**src/rtl/core/sfr_pkg.sv**
```systemverilog
// Shared constants and types for the stream find-and-replace block.
`timescale 1ns / 1ps
package sfr_pkg;

   localparam int MAX_PATTERN     = 8;
   localparam int MAX_REPLACEMENT = 8;
   localparam int ENTRY_BYTES     = (MAX_PATTERN > MAX_REPLACEMENT) ? MAX_PATTERN
                                                                    : MAX_REPLACEMENT;
   localparam int LEN_W           = 4;
   localparam int WIN_IDX_W       = 3;
   localparam int CSR_INDEX_W     = 2;
   localparam int CSR_DATA_W      = 64;
   localparam int QUEUE_DEPTH     = 2;
   localparam int QUEUE_PTR_W     = 1;
   localparam int QUEUE_CNT_W     = 2;

   typedef enum logic [CSR_INDEX_W-1:0] {
      CSR_PATTERN_BYTES      = 2'd0,
      CSR_PATTERN_LENGTH     = 2'd1,
      CSR_REPLACEMENT_BYTES  = 2'd2,
      CSR_REPLACEMENT_LENGTH = 2'd3
   } csr_index_type;

   typedef struct packed {
      logic [ENTRY_BYTES-1:0][7:0] bytes;
      logic [LEN_W-1:0]            count;
      logic                        fin;
   } entry_type;

   typedef struct packed {
      logic full;
      logic not_empty;
   } queue_status_type;

endpackage

```
**src/rtl/core/stream_find_replace.sv**
```systemverilog
// Top level of the streaming find-and-replace block.
`timescale 1ns / 1ps
// Replaces every non-overlapping occurrence of a 1 to 8 byte pattern in a byte stream with
// a 0 to 8 byte replacement. One input byte is accepted per clock cycle; the front end
// compares its window with the pattern in parallel and queues the bytes the transaction
// releases (none up to eight) in a two-entry queue. The output register delivers one
// result per cycle while rsp_stall is low, so a transaction that releases several results
// holds the output side until all are delivered, and the input stalls only once the queue
// fills. A final byte flushes the window and the last result of the stream carries
// stream_end; if nothing is left to emit, a single end marker with byte_valid low is
// returned. Write the configuration registers only while no transaction is in flight.
module stream_find_replace
   import sfr_pkg::*;
(
   input  logic                   clock,
   input  logic                   reset,
   input  logic                   csr_write_en,
   input  logic [CSR_INDEX_W-1:0] csr_index,
   input  logic [CSR_DATA_W-1:0]  csr_wdata,
   input  logic                   req_valid,
   output logic                   req_stall,
   input  logic [7:0]             req_in_byte,
   input  logic                   req_final_byte,
   output logic                   rsp_valid,
   input  logic                   rsp_stall,
   output logic [7:0]             rsp_out_byte,
   output logic                   rsp_byte_valid,
   output logic                   rsp_run_last,
   output logic                   rsp_stream_end
);

   queue_status_type q_status;
   entry_type        push_entry;
   entry_type        head;
   logic             push;
   logic             pop;

   sfr_front u_front (
      .clock          (clock),
      .reset          (reset),
      .csr_write_en   (csr_write_en),
      .csr_index      (csr_index),
      .csr_wdata      (csr_wdata),
      .req_valid      (req_valid),
      .req_stall      (req_stall),
      .req_in_byte    (req_in_byte),
      .req_final_byte (req_final_byte),
      .q_status       (q_status),
      .push           (push),
      .push_entry     (push_entry)
   );

   sfr_queue u_queue (
      .clock      (clock),
      .reset      (reset),
      .push       (push),
      .push_entry (push_entry),
      .pop        (pop),
      .head       (head),
      .q_status   (q_status)
   );

   sfr_back u_back (
      .clock          (clock),
      .reset          (reset),
      .q_status       (q_status),
      .head           (head),
      .pop            (pop),
      .rsp_valid      (rsp_valid),
      .rsp_stall      (rsp_stall),
      .rsp_out_byte   (rsp_out_byte),
      .rsp_byte_valid (rsp_byte_valid),
      .rsp_run_last   (rsp_run_last),
      .rsp_stream_end (rsp_stream_end)
   );

endmodule

```
**src/rtl/core/sfr_front.sv**
```systemverilog
// Front end: configuration registers, match window and classification of each byte.
`timescale 1ns / 1ps
module sfr_front
   import sfr_pkg::*;
(
   input  logic                   clock,
   input  logic                   reset,
   input  logic                   csr_write_en,
   input  logic [CSR_INDEX_W-1:0] csr_index,
   input  logic [CSR_DATA_W-1:0]  csr_wdata,
   input  logic                   req_valid,
   output logic                   req_stall,
   input  logic [7:0]             req_in_byte,
   input  logic                   req_final_byte,
   input  queue_status_type       q_status,
   output logic                   push,
   output entry_type              push_entry
);

   logic [63:0]                   pat_ff;
   logic [LEN_W-1:0]              plen_ff;
   logic [63:0]                   repl_ff;
   logic [LEN_W-1:0]              rlen_ff;
   logic [MAX_PATTERN-1:0][7:0]   win_ff;
   logic [MAX_PATTERN-1:0][7:0]   win_in;
   logic [WIN_IDX_W-1:0]          wc_ff;
   logic [WIN_IDX_W-1:0]          wc_in;

   logic [MAX_PATTERN-1:0][7:0]   seq;
   logic [MAX_PATTERN-1:0][7:0]   shifted;
   logic [LEN_W-1:0]              p_eff;
   logic [LEN_W-1:0]              r_eff;
   logic [LEN_W-1:0]              n;
   logic [LEN_W-1:0]              drop;
   logic [LEN_W-1:0]              src;
   logic                          match;
   logic                          accept;

   always_ff @(posedge clock) begin
      if (reset) begin
         pat_ff  <= '0;
         plen_ff <= LEN_W'(1);
         repl_ff <= '0;
         rlen_ff <= '0;
      end else if (csr_write_en) begin
         case (csr_index_type'(csr_index))
            CSR_PATTERN_BYTES:      pat_ff  <= csr_wdata;
            CSR_PATTERN_LENGTH:     plen_ff <= csr_wdata[LEN_W-1:0];
            CSR_REPLACEMENT_BYTES:  repl_ff <= csr_wdata;
            CSR_REPLACEMENT_LENGTH: rlen_ff <= csr_wdata[LEN_W-1:0];
            default: ;
         endcase
      end
   end

   always_comb begin
      if (plen_ff == '0) begin
         p_eff = LEN_W'(1);
      end else if (plen_ff > LEN_W'(MAX_PATTERN)) begin
         p_eff = LEN_W'(MAX_PATTERN);
      end else begin
         p_eff = plen_ff;
      end
      r_eff = (rlen_ff > LEN_W'(MAX_REPLACEMENT)) ? LEN_W'(MAX_REPLACEMENT) : rlen_ff;

      n = {1'b0, wc_ff} + LEN_W'(1);
      for (int i = 0; i < MAX_PATTERN; i++) begin
         if (WIN_IDX_W'(i) < wc_ff) begin
            seq[i] = win_ff[i];
         end else if (WIN_IDX_W'(i) == wc_ff) begin
            seq[i] = req_in_byte;
         end else begin
            seq[i] = 8'h00;
         end
      end

      match = (n == p_eff);
      for (int i = 0; i < MAX_PATTERN; i++) begin
         if ((LEN_W'(i) < p_eff) && (seq[i] != pat_ff[8*i +: 8])) begin
            match = 1'b0;
         end
      end

      drop = n - (p_eff - LEN_W'(1));
      for (int i = 0; i < MAX_PATTERN; i++) begin
         src = LEN_W'(i) + drop;
         shifted[i] = (src < LEN_W'(MAX_PATTERN)) ? seq[src[WIN_IDX_W-1:0]] : 8'h00;
      end

      for (int i = 0; i < ENTRY_BYTES; i++) begin
         if (match) begin
            push_entry.bytes[i] = (i < MAX_REPLACEMENT) ? repl_ff[8*i +: 8] : 8'h00;
         end else begin
            push_entry.bytes[i] = (i < MAX_PATTERN) ? seq[i] : 8'h00;
         end
      end
      if (match) begin
         push_entry.count = r_eff;
      end else if (req_final_byte) begin
         push_entry.count = n;
      end else if (n < p_eff) begin
         push_entry.count = '0;
      end else begin
         push_entry.count = drop;
      end
      push_entry.fin = req_final_byte;

      win_in = win_ff;
      wc_in  = wc_ff;
      if (match || req_final_byte) begin
         wc_in = '0;
      end else if (n < p_eff) begin
         win_in = seq;
         wc_in  = n[WIN_IDX_W-1:0];
      end else begin
         win_in = shifted;
         wc_in  = WIN_IDX_W'(p_eff - LEN_W'(1));
      end
   end

   assign req_stall = q_status.full;
   assign accept    = req_valid && !q_status.full;
   assign push      = accept && ((push_entry.count != '0) || push_entry.fin);

   always_ff @(posedge clock) begin
      if (reset) begin
         wc_ff <= '0;
      end else if (accept) begin
         wc_ff <= wc_in;
      end
   end

   always_ff @(posedge clock) begin
      if (accept) begin
         win_ff <= win_in;
      end
   end

endmodule

```
**src/rtl/core/sfr_queue.sv**
```systemverilog
// Short queue of classified transactions between front end and output sequencer.
`timescale 1ns / 1ps
module sfr_queue
   import sfr_pkg::*;
(
   input  logic             clock,
   input  logic             reset,
   input  logic             push,
   input  entry_type        push_entry,
   input  logic             pop,
   output entry_type        head,
   output queue_status_type q_status
);

   entry_type              mem_ff [QUEUE_DEPTH];
   logic [QUEUE_PTR_W-1:0] wr_ptr_ff;
   logic [QUEUE_PTR_W-1:0] rd_ptr_ff;
   logic [QUEUE_CNT_W-1:0] cnt_ff;
   logic [QUEUE_CNT_W-1:0] cnt_in;

   assign q_status.full      = (cnt_ff == QUEUE_CNT_W'(QUEUE_DEPTH));
   assign q_status.not_empty = (cnt_ff != '0);
   assign head               = mem_ff[rd_ptr_ff];

   always_comb begin
      cnt_in = cnt_ff;
      if (push && !pop) begin
         cnt_in = cnt_ff + QUEUE_CNT_W'(1);
      end else if (pop && !push) begin
         cnt_in = cnt_ff - QUEUE_CNT_W'(1);
      end
   end

   always_ff @(posedge clock) begin
      if (reset) begin
         wr_ptr_ff <= '0;
         rd_ptr_ff <= '0;
         cnt_ff    <= '0;
      end else begin
         cnt_ff <= cnt_in;
         if (push) begin
            wr_ptr_ff <= wr_ptr_ff + QUEUE_PTR_W'(1);
         end
         if (pop) begin
            rd_ptr_ff <= rd_ptr_ff + QUEUE_PTR_W'(1);
         end
      end
   end

   always_ff @(posedge clock) begin
      if (push) begin
         mem_ff[wr_ptr_ff] <= push_entry;
      end
   end

endmodule

```
**src/rtl/core/sfr_back.sv**
```systemverilog
// Back end: walks each queued transaction and drives one result per cycle while rsp_stall is low.
`timescale 1ns / 1ps
module sfr_back
   import sfr_pkg::*;
(
   input  logic             clock,
   input  logic             reset,
   input  queue_status_type q_status,
   input  entry_type        head,
   output logic             pop,
   output logic             rsp_valid,
   input  logic             rsp_stall,
   output logic [7:0]       rsp_out_byte,
   output logic             rsp_byte_valid,
   output logic             rsp_run_last,
   output logic             rsp_stream_end
);

   logic [WIN_IDX_W-1:0] idx_ff;
   logic                 valid_ff;
   logic [7:0]           byte_ff;
   logic                 bvalid_ff;
   logic                 last_ff;
   logic                 end_ff;
   logic [LEN_W-1:0]     total;
   logic                 is_last;
   logic                 load;

   always_comb begin
      total   = (head.count == '0) ? LEN_W'(1) : head.count;
      is_last = ({1'b0, idx_ff} == (total - LEN_W'(1)));
   end

   assign load = q_status.not_empty && (!valid_ff || !rsp_stall);
   assign pop  = load && is_last;

   always_ff @(posedge clock) begin
      if (reset) begin
         valid_ff <= 1'b0;
         idx_ff   <= '0;
      end else begin
         if (load) begin
            valid_ff <= 1'b1;
         end else if (!rsp_stall) begin
            valid_ff <= 1'b0;
         end
         if (load) begin
            idx_ff <= is_last ? '0 : idx_ff + WIN_IDX_W'(1);
         end
      end
   end

   always_ff @(posedge clock) begin
      if (load) begin
         byte_ff   <= (head.count == '0) ? 8'h00 : head.bytes[idx_ff];
         bvalid_ff <= (head.count != '0);
         last_ff   <= is_last;
         end_ff    <= is_last && head.fin;
      end
   end

   assign rsp_valid      = valid_ff;
   assign rsp_out_byte   = byte_ff;
   assign rsp_byte_valid = bvalid_ff;
   assign rsp_run_last   = last_ff;
   assign rsp_stream_end = end_ff;

endmodule

```
**config.mk**
```make
export PLATFORM = sky130hd
export DESIGN_NAME = stream_find_replace
export DESIGN_NICKNAME = d
export VERILOG_FILES = /design/src/rtl/core/sfr_pkg.sv /design/src/rtl/core/stream_find_replace.sv /design/src/rtl/core/sfr_front.sv /design/src/rtl/core/sfr_queue.sv /design/src/rtl/core/sfr_back.sv
export SDC_FILE = /design/constraint.sdc
export NUM_CORES = 1
export LEC_CHECK = 0
export BUFFER_PORTS_ARGS = -buffer_cell sky130_fd_sc_hd__buf_2
export CORE_MARGIN = 10
export CORE_UTILIZATION = 58
export DETAILED_ROUTE_END_ITERATION = 8
export GPL_TIMING_DRIVEN = 0
export PLACE_DENSITY = 0.86
export SYNTH_ARGS = -nofsm -noshare
export SYNTH_HDL_FRONTEND = slang
export SYNTH_SLANG_ARGS = --single-unit
```
**constraint.sdc**
```tcl
create_clock -name clock -period 10.65 [get_ports clock]
set_input_delay 0 -clock clock [delete_from_list [all_inputs] [get_ports clock]]
set_output_delay 0 -clock clock [all_outputs]
set_load 0.01 [all_outputs]
```
Word-level counts from Yosys, hierarchy flattened. Memories as Yosys holds them, arrays and structs flattened. A register that Yosys moved wholly into a read port is not among the register bits. Index checks and enable logic that the tools add are counted.

$add $sub $neg: 16. $lt $le $gt $ge: 36. Eq/ne operators: 22. Multiplexer cells: 77. Bitwise operators: 1. Reductions and logical operators: 36.

Operators with widths (count): $mux 8 (41); $bmux 8 s3 (9); $mux 64 (1); $ne 8x8->1 (8); $lt 3x4->1 const B (9); $lt 4x4->1 const B (8); $mux 4 (7); $add 3x4->4 const A (4); $lt 3x4->1 const A (4); $logic_and 1x1->1 (15); $mux 1 (14); $eq 3x3->1 const A (4); $lt 3x3->1 const A (4); $reduce_and 2->1 (5); $mux 3 (3); $add 2x4->4 const A (2); $gt 4x4->1 const B (2); $logic_not 4->1 (2); $lt 1x4->1 const A (2); $lt 2x4->1 const A (2); $reduce_bool 4->1 (2); $sub 4x1->4 const B (2); $eq 2x2->1 const B (3); $eq 2x3->1 const A (2); 22 further kinds (33).

Register bits after elaboration: 222. Memory bits (writable): 138. Input port bits: 80. Output and inout bits: 13. Memories kept: 1.

Memories: u_queue.mem_ff (words 2, width 69, rd ports 1, clocked after memory_dff 1, wr ports 1, RTL line sfr_queue.sv:15) `entry_type mem_ff [QUEUE_DEPTH];`.

Depth between registers and ports, before layout.
Word-level depth: 21. Mapped depth: 20.

By module. From an unflattened synthesis, not the netlist that was laid out.

Cells, all modules: 1905. Area total of the unflattened synthesis: 19747.7 um2.

Modules (own cells, without submodules): sfr_front (instances 1, cells an instance 1583, area an instance 13366.6 um2, sequential area each 4464.3 um2); sfr_queue (instances 1, cells an instance 237, area an instance 5228.8 um2, sequential area each 4244.1 um2); sfr_back (instances 1, cells an instance 85, area an instance 1152.4 um2, sequential area each 410.4 um2).

Worst setup path after synthesis. Ideal clock, no wire load.

Path type: register to register. Start point: reg u_front.wc_ff[0]. End point: mem u_queue.mem_ff[0][0] (netlist name) (enable). Arrival: 8.023 ns. Data required time: 10.069 ns. Setup slack: 2.046 ns. Cell stages (with the launch flop): 18. Path buffers: 5. Clock period less this slack: 8.604 ns. Cell sequence: dfxtp_1 buf_2 buf_2 buf_1 inv_1 ha_1 buf_2 nand2_1 xnor2_1 a2111oi_0 a22oi_1 a2111oi_0 nand2_1 o32ai_4 and3_4 buf_6 nor2_1 nor3_1.

Word-level cells in the longest chain between the ends: 19. Elaborated cells between the ends (all ways): 68. Classes of those cells: add/sub (2); order compare (9); eq/ne (16); mux (29); reduce/logical (12).

Ends and longest elaborated chain: from (decl) (RTL line sfr_front.sv:26) `logic [WIN_IDX_W-1:0] wc_ff;`; from (signal assigned) (RTL line sfr_front.sv:129) `wc_ff <= wc_in;`; parallel branches: the longest is 13 deep, another holds $lt 1x3->1; $mux 4 * (RTL line sfr_front.sv:97) `if (match) begin`; $reduce_bool 4->1 * (RTL line sfr_front.sv:123) `assign push = accept && ((push_entry.count != '0) || push_entry.fin);`; $logic_or 1x1->1 * (RTL line sfr_front.sv:123); $logic_and 1x1->1 * (RTL line sfr_front.sv:123); $mux 1 * (RTL line sfr_queue.sv:51) `if (push) begin`; $mux 1 (not written as such) * (RTL line sfr_queue.sv:52) `mem_ff[wr_ptr_ff] <= push_entry;`; to (decl) (RTL line sfr_queue.sv:15).

Every way passes the cells marked *.

Worst setup path after layout.
Start point: reg u_front.wc_ff[0]. End point: mem u_queue.mem_ff[1][30] (netlist name) (enable).

Same word-level chain as after synthesis.

==> impl_metrics.tcl <==
set metrics [dict create \
    peakVddDrop_mv 0.144 \
    drive_gt1_share_pct 14.2 \
    grt_max_degree 16 \
    rsz0062_at_grt "no" \
    finalSetupViolCount 0 \
    rows 65 \
    timing.final.hold_violations 0 \
    routed_wirelength_um 76900 \
    die_h_um 199 \
    grt_pass1_vias 16900 \
    cp_slowest_cell "nor3b_1" \
    crit_top_cell "buf_6" \
    place.gp.congestion 1.12 \
    cts_hold_buf 73 \
    synth_top_area_share_pct 32.9 \
    critPathLaunchType "register" \
    hold_path_class "in -> reg" \
    syn_area_um2 18700 \
    drc 0 \
    status "complete, no violations" \
    drtIter0Drc 2661 \
    finalClockSkew_ns 0.0172 \
    final_net_count 2225 \
    synthTopCellsByCount "nand2_1, edfxtp_1, a21oi_1, dfxtp_1, o21ai_0" \
    syn_area_per_cell_um2 9.85 \
    via_per_inst 6.99 \
    syn_inst 1897 \
    firstDrtPassIters 6 \
    die-area_um2 39800 \
    area_growth_pct 16.9 \
    ios 93 \
    ys.flop_type "edfxtp_1" \
    path_clk_slew_ns 0.06 \
    cts-resized-gates 0 \
    yosys.cell_count.top_type "nand2_1" \
    ys_seq_area_share_pct 48.8 \
    final_area_um2 21800 \
    cp.arrival_ns 7.52 \
    die-width_um 199 \
    cts_setup_buffers 0 \
    hpwl_um 55300 \
    h-tree-depth 2 \
    max_cap_viol_count 0 \
    core-area_um2 31600 \
    cts.sinks 353 \
    vias 17800 \
    synth-edff-count 205 \
    cp_slowest_stage_delay_ns 0.89 \
    finalCritPeriodShare_pct 68.2 \
    cts_tree "yes" \
    ys_ff_latch 353 \
    grt_overflow_total 0 \
    maxSlewViolCount 0 \
    ys_types 79 \
    post-place-ws_ns 3.73 \
    tightest_slew_ns 1.47 \
    root_buffer "clkbuf_16" \
    max_freq_mhz 138 \
    wl_per_cell_um 30.1 \
    async_flop_share_pct 0 \
    placed_cell_area_um2 19900 \
    leakagePower_nw 7.84 \
    hold_path_depth 4 \
    ant_nets 0 \
    synthTopCellsByArea "edfxtp_1, dfxtp_1, nand2_1" \
    cts_inserted_buffers 38 \
    grt_use_total_pct 38.1 \
    clkLatencyLatePin_ns 0.56 \
    antenna_found_initial 5 \
    start_util_pct 59.1 \
    path_cells "buf_2 -> buf_2 -> buf_1 -> inv_1 -> ha_1 -> buf_2 -> nand2_1 -> xor2_1 -> nand3_1 -> o22ai_1 -> nor3b_1 -> nand4_1 -> o32ai_4 -> and3_4 -> buf_6 -> nor2_1 -> nor3_2 -> buf_6 -> buf_6 -> buf_6 -> buf_6 -> buf_6 -> buf_6" \
    synth_warnings 0 \
    max-slew-margin-rel_pct 1.46 \
    clockBufferDepth 3 \
    endpoint_kind "register" \
    crit_type "reg -> reg" \
    critical_path_required_ns 10.91 \
    fin_crit_ns 7.26 \
    cp_max_fo 13 \
    yosys.area.top_type "edfxtp_1" \
    grt_pass1_wl_um 110000 \
    r2r_cells 23 \
    power_density_nw_per_um2 199 \
    syn_nets 2003 \
    portBuffers 91 \
    setup_slack_ns 3.39 \
]
registers in the layout (all words and copies together), names as in the netlist, named ones only:
name                   flops
u_front.rlen_ff            4
u_queue.mem_ff           138
u_back.rsp_run_last        1
u_back.rsp_out_byte        8
u_back.rsp_byte_valid      1
u_back.rsp_valid           1
u_front.plen_ff            4
u_front.wc_ff              3
u_front.repl_ff           64
u_queue.wr_ptr_ff          1
u_front.win_ff            56
u_back.idx_ff              3
u_queue.rd_ptr_ff          1
u_queue.cnt_ff             2
u_front.pat_ff            64
u_back.rsp_stream_end      1
cell families after synthesis:
| kind of cell | after synthesis | synth area share [%] |
|---|---|---|
| AND/OR/NAND/NOR | 642 | 14.8 |
| multiplexers | 132 | 11.7 |
| adder cells (fa/ha/maj) | 26 | 1.78 |
| AO/OA/AOI/OAI | 505 | 16.0 |
| XOR/XNOR | 64 | 3.00 |
| flip-flops | 353 | 48.8 |
| buffers and inverters | 175 | 3.88 |
critical path, delay by kind of cell (launching register included):
kind                     cells  cell delay, ns
XOR/XNOR                     1            0.17
AO/OA/AOI/OAI                2            0.57
flip-flops                   1            0.41
adder cells (fa/ha/maj)      1            0.31
AND/OR/NAND/NOR              7            2.78
buffers and inverters       12            2.64
path summary, 6_finish.rpt:
path                       start                     to  slack, ns
max             u_front.wc_ff[0]  u_queue.mem_ff[1][30]       3.39
min                csr_wdata[57]    u_front.repl_ff[57]       0.24
max reg2reg     u_front.wc_ff[0]  u_queue.mem_ff[1][30]       3.39
min reg2reg  u_front.repl_ff[16]    u_front.repl_ff[16]       0.46
cell type report:
type                            instances  area (um^2)
Inverter                               27          101
Tap cell                              402          503
Clock inverter                         18          189
Clock buffer                           52         1050
Timing Repair Buffer                  182         1390
Buffer                                148          624
Antenna cell                            1         2.50
Fill cell                            2195         9800
Sequential cell                       353         9120
Multi-Input combinational cell       1369         8860
where the power goes:
group          switching, W  leakage (nW)  internal [W]
logic              0.000791          4.07      0.000452
registers         0.0000754          3.17       0.00168
clock network      0.000578         0.605      0.000774
per-stage QoR:
| step | util [%] | TNS, ns | cells | hold WS (ns) | total power, W |
|---|---|---|---|---|---|
| 2_1_floorplan | - | 0 | 1897 | 0.0989 | 0.00251 |
| 3_3_place_gp | 62.1 | -243.26 | 2390 | 0.256 | 0.00289 |
| 3_5_place_dp | 62.8 | 0 | 2408 | 0.260 | 0.00293 |
| 4_1_cts | 69.0 | 0 | 2551 | 0.237 | 0.00428 |
| 5_1_grt | 69.0 | 0 | 2552 | 0.269 | 0.00445 |
| 6_report | 69.0 | 0 | 2552 | 0.244 | 0.00435 |
per-layer routing:
layer	vias to the layer above	track usage, %	part of all wire [%]
li1	7345	-	-
met1	8472	46.5	34
met2	1610	57.7	44
met3	414	10.8	14
met4	4	26.0	8.2
met5	-	0	0.073
placed cells by master, fill, tap and decap left out, drive strengths merged, types with 5 or more instances in the layout:
cell type	instances
o21ai	125
a311oi	8
dfxtp	148
mux2	30
a22oi	15
xnor2	35
buf	158
nand4	7
ha	25
a32oi	7
o211ai	13
nor2	114
nor2b	22
or2	6
edfxtp	205
nand3b	7
mux2i	36
nand3	17
clkinv	11
and2	10
clkbuf	151
o221ai	5
nand2	412
o21a	31
nor4bb	9
a31oi	20
o22ai	53
a21o	6
inv	29
dlygate4sd3	73
a21oi	193
nor3	11
xor2	29
mux4	66
Note: power is estimated with default switching activity, not from simulation.
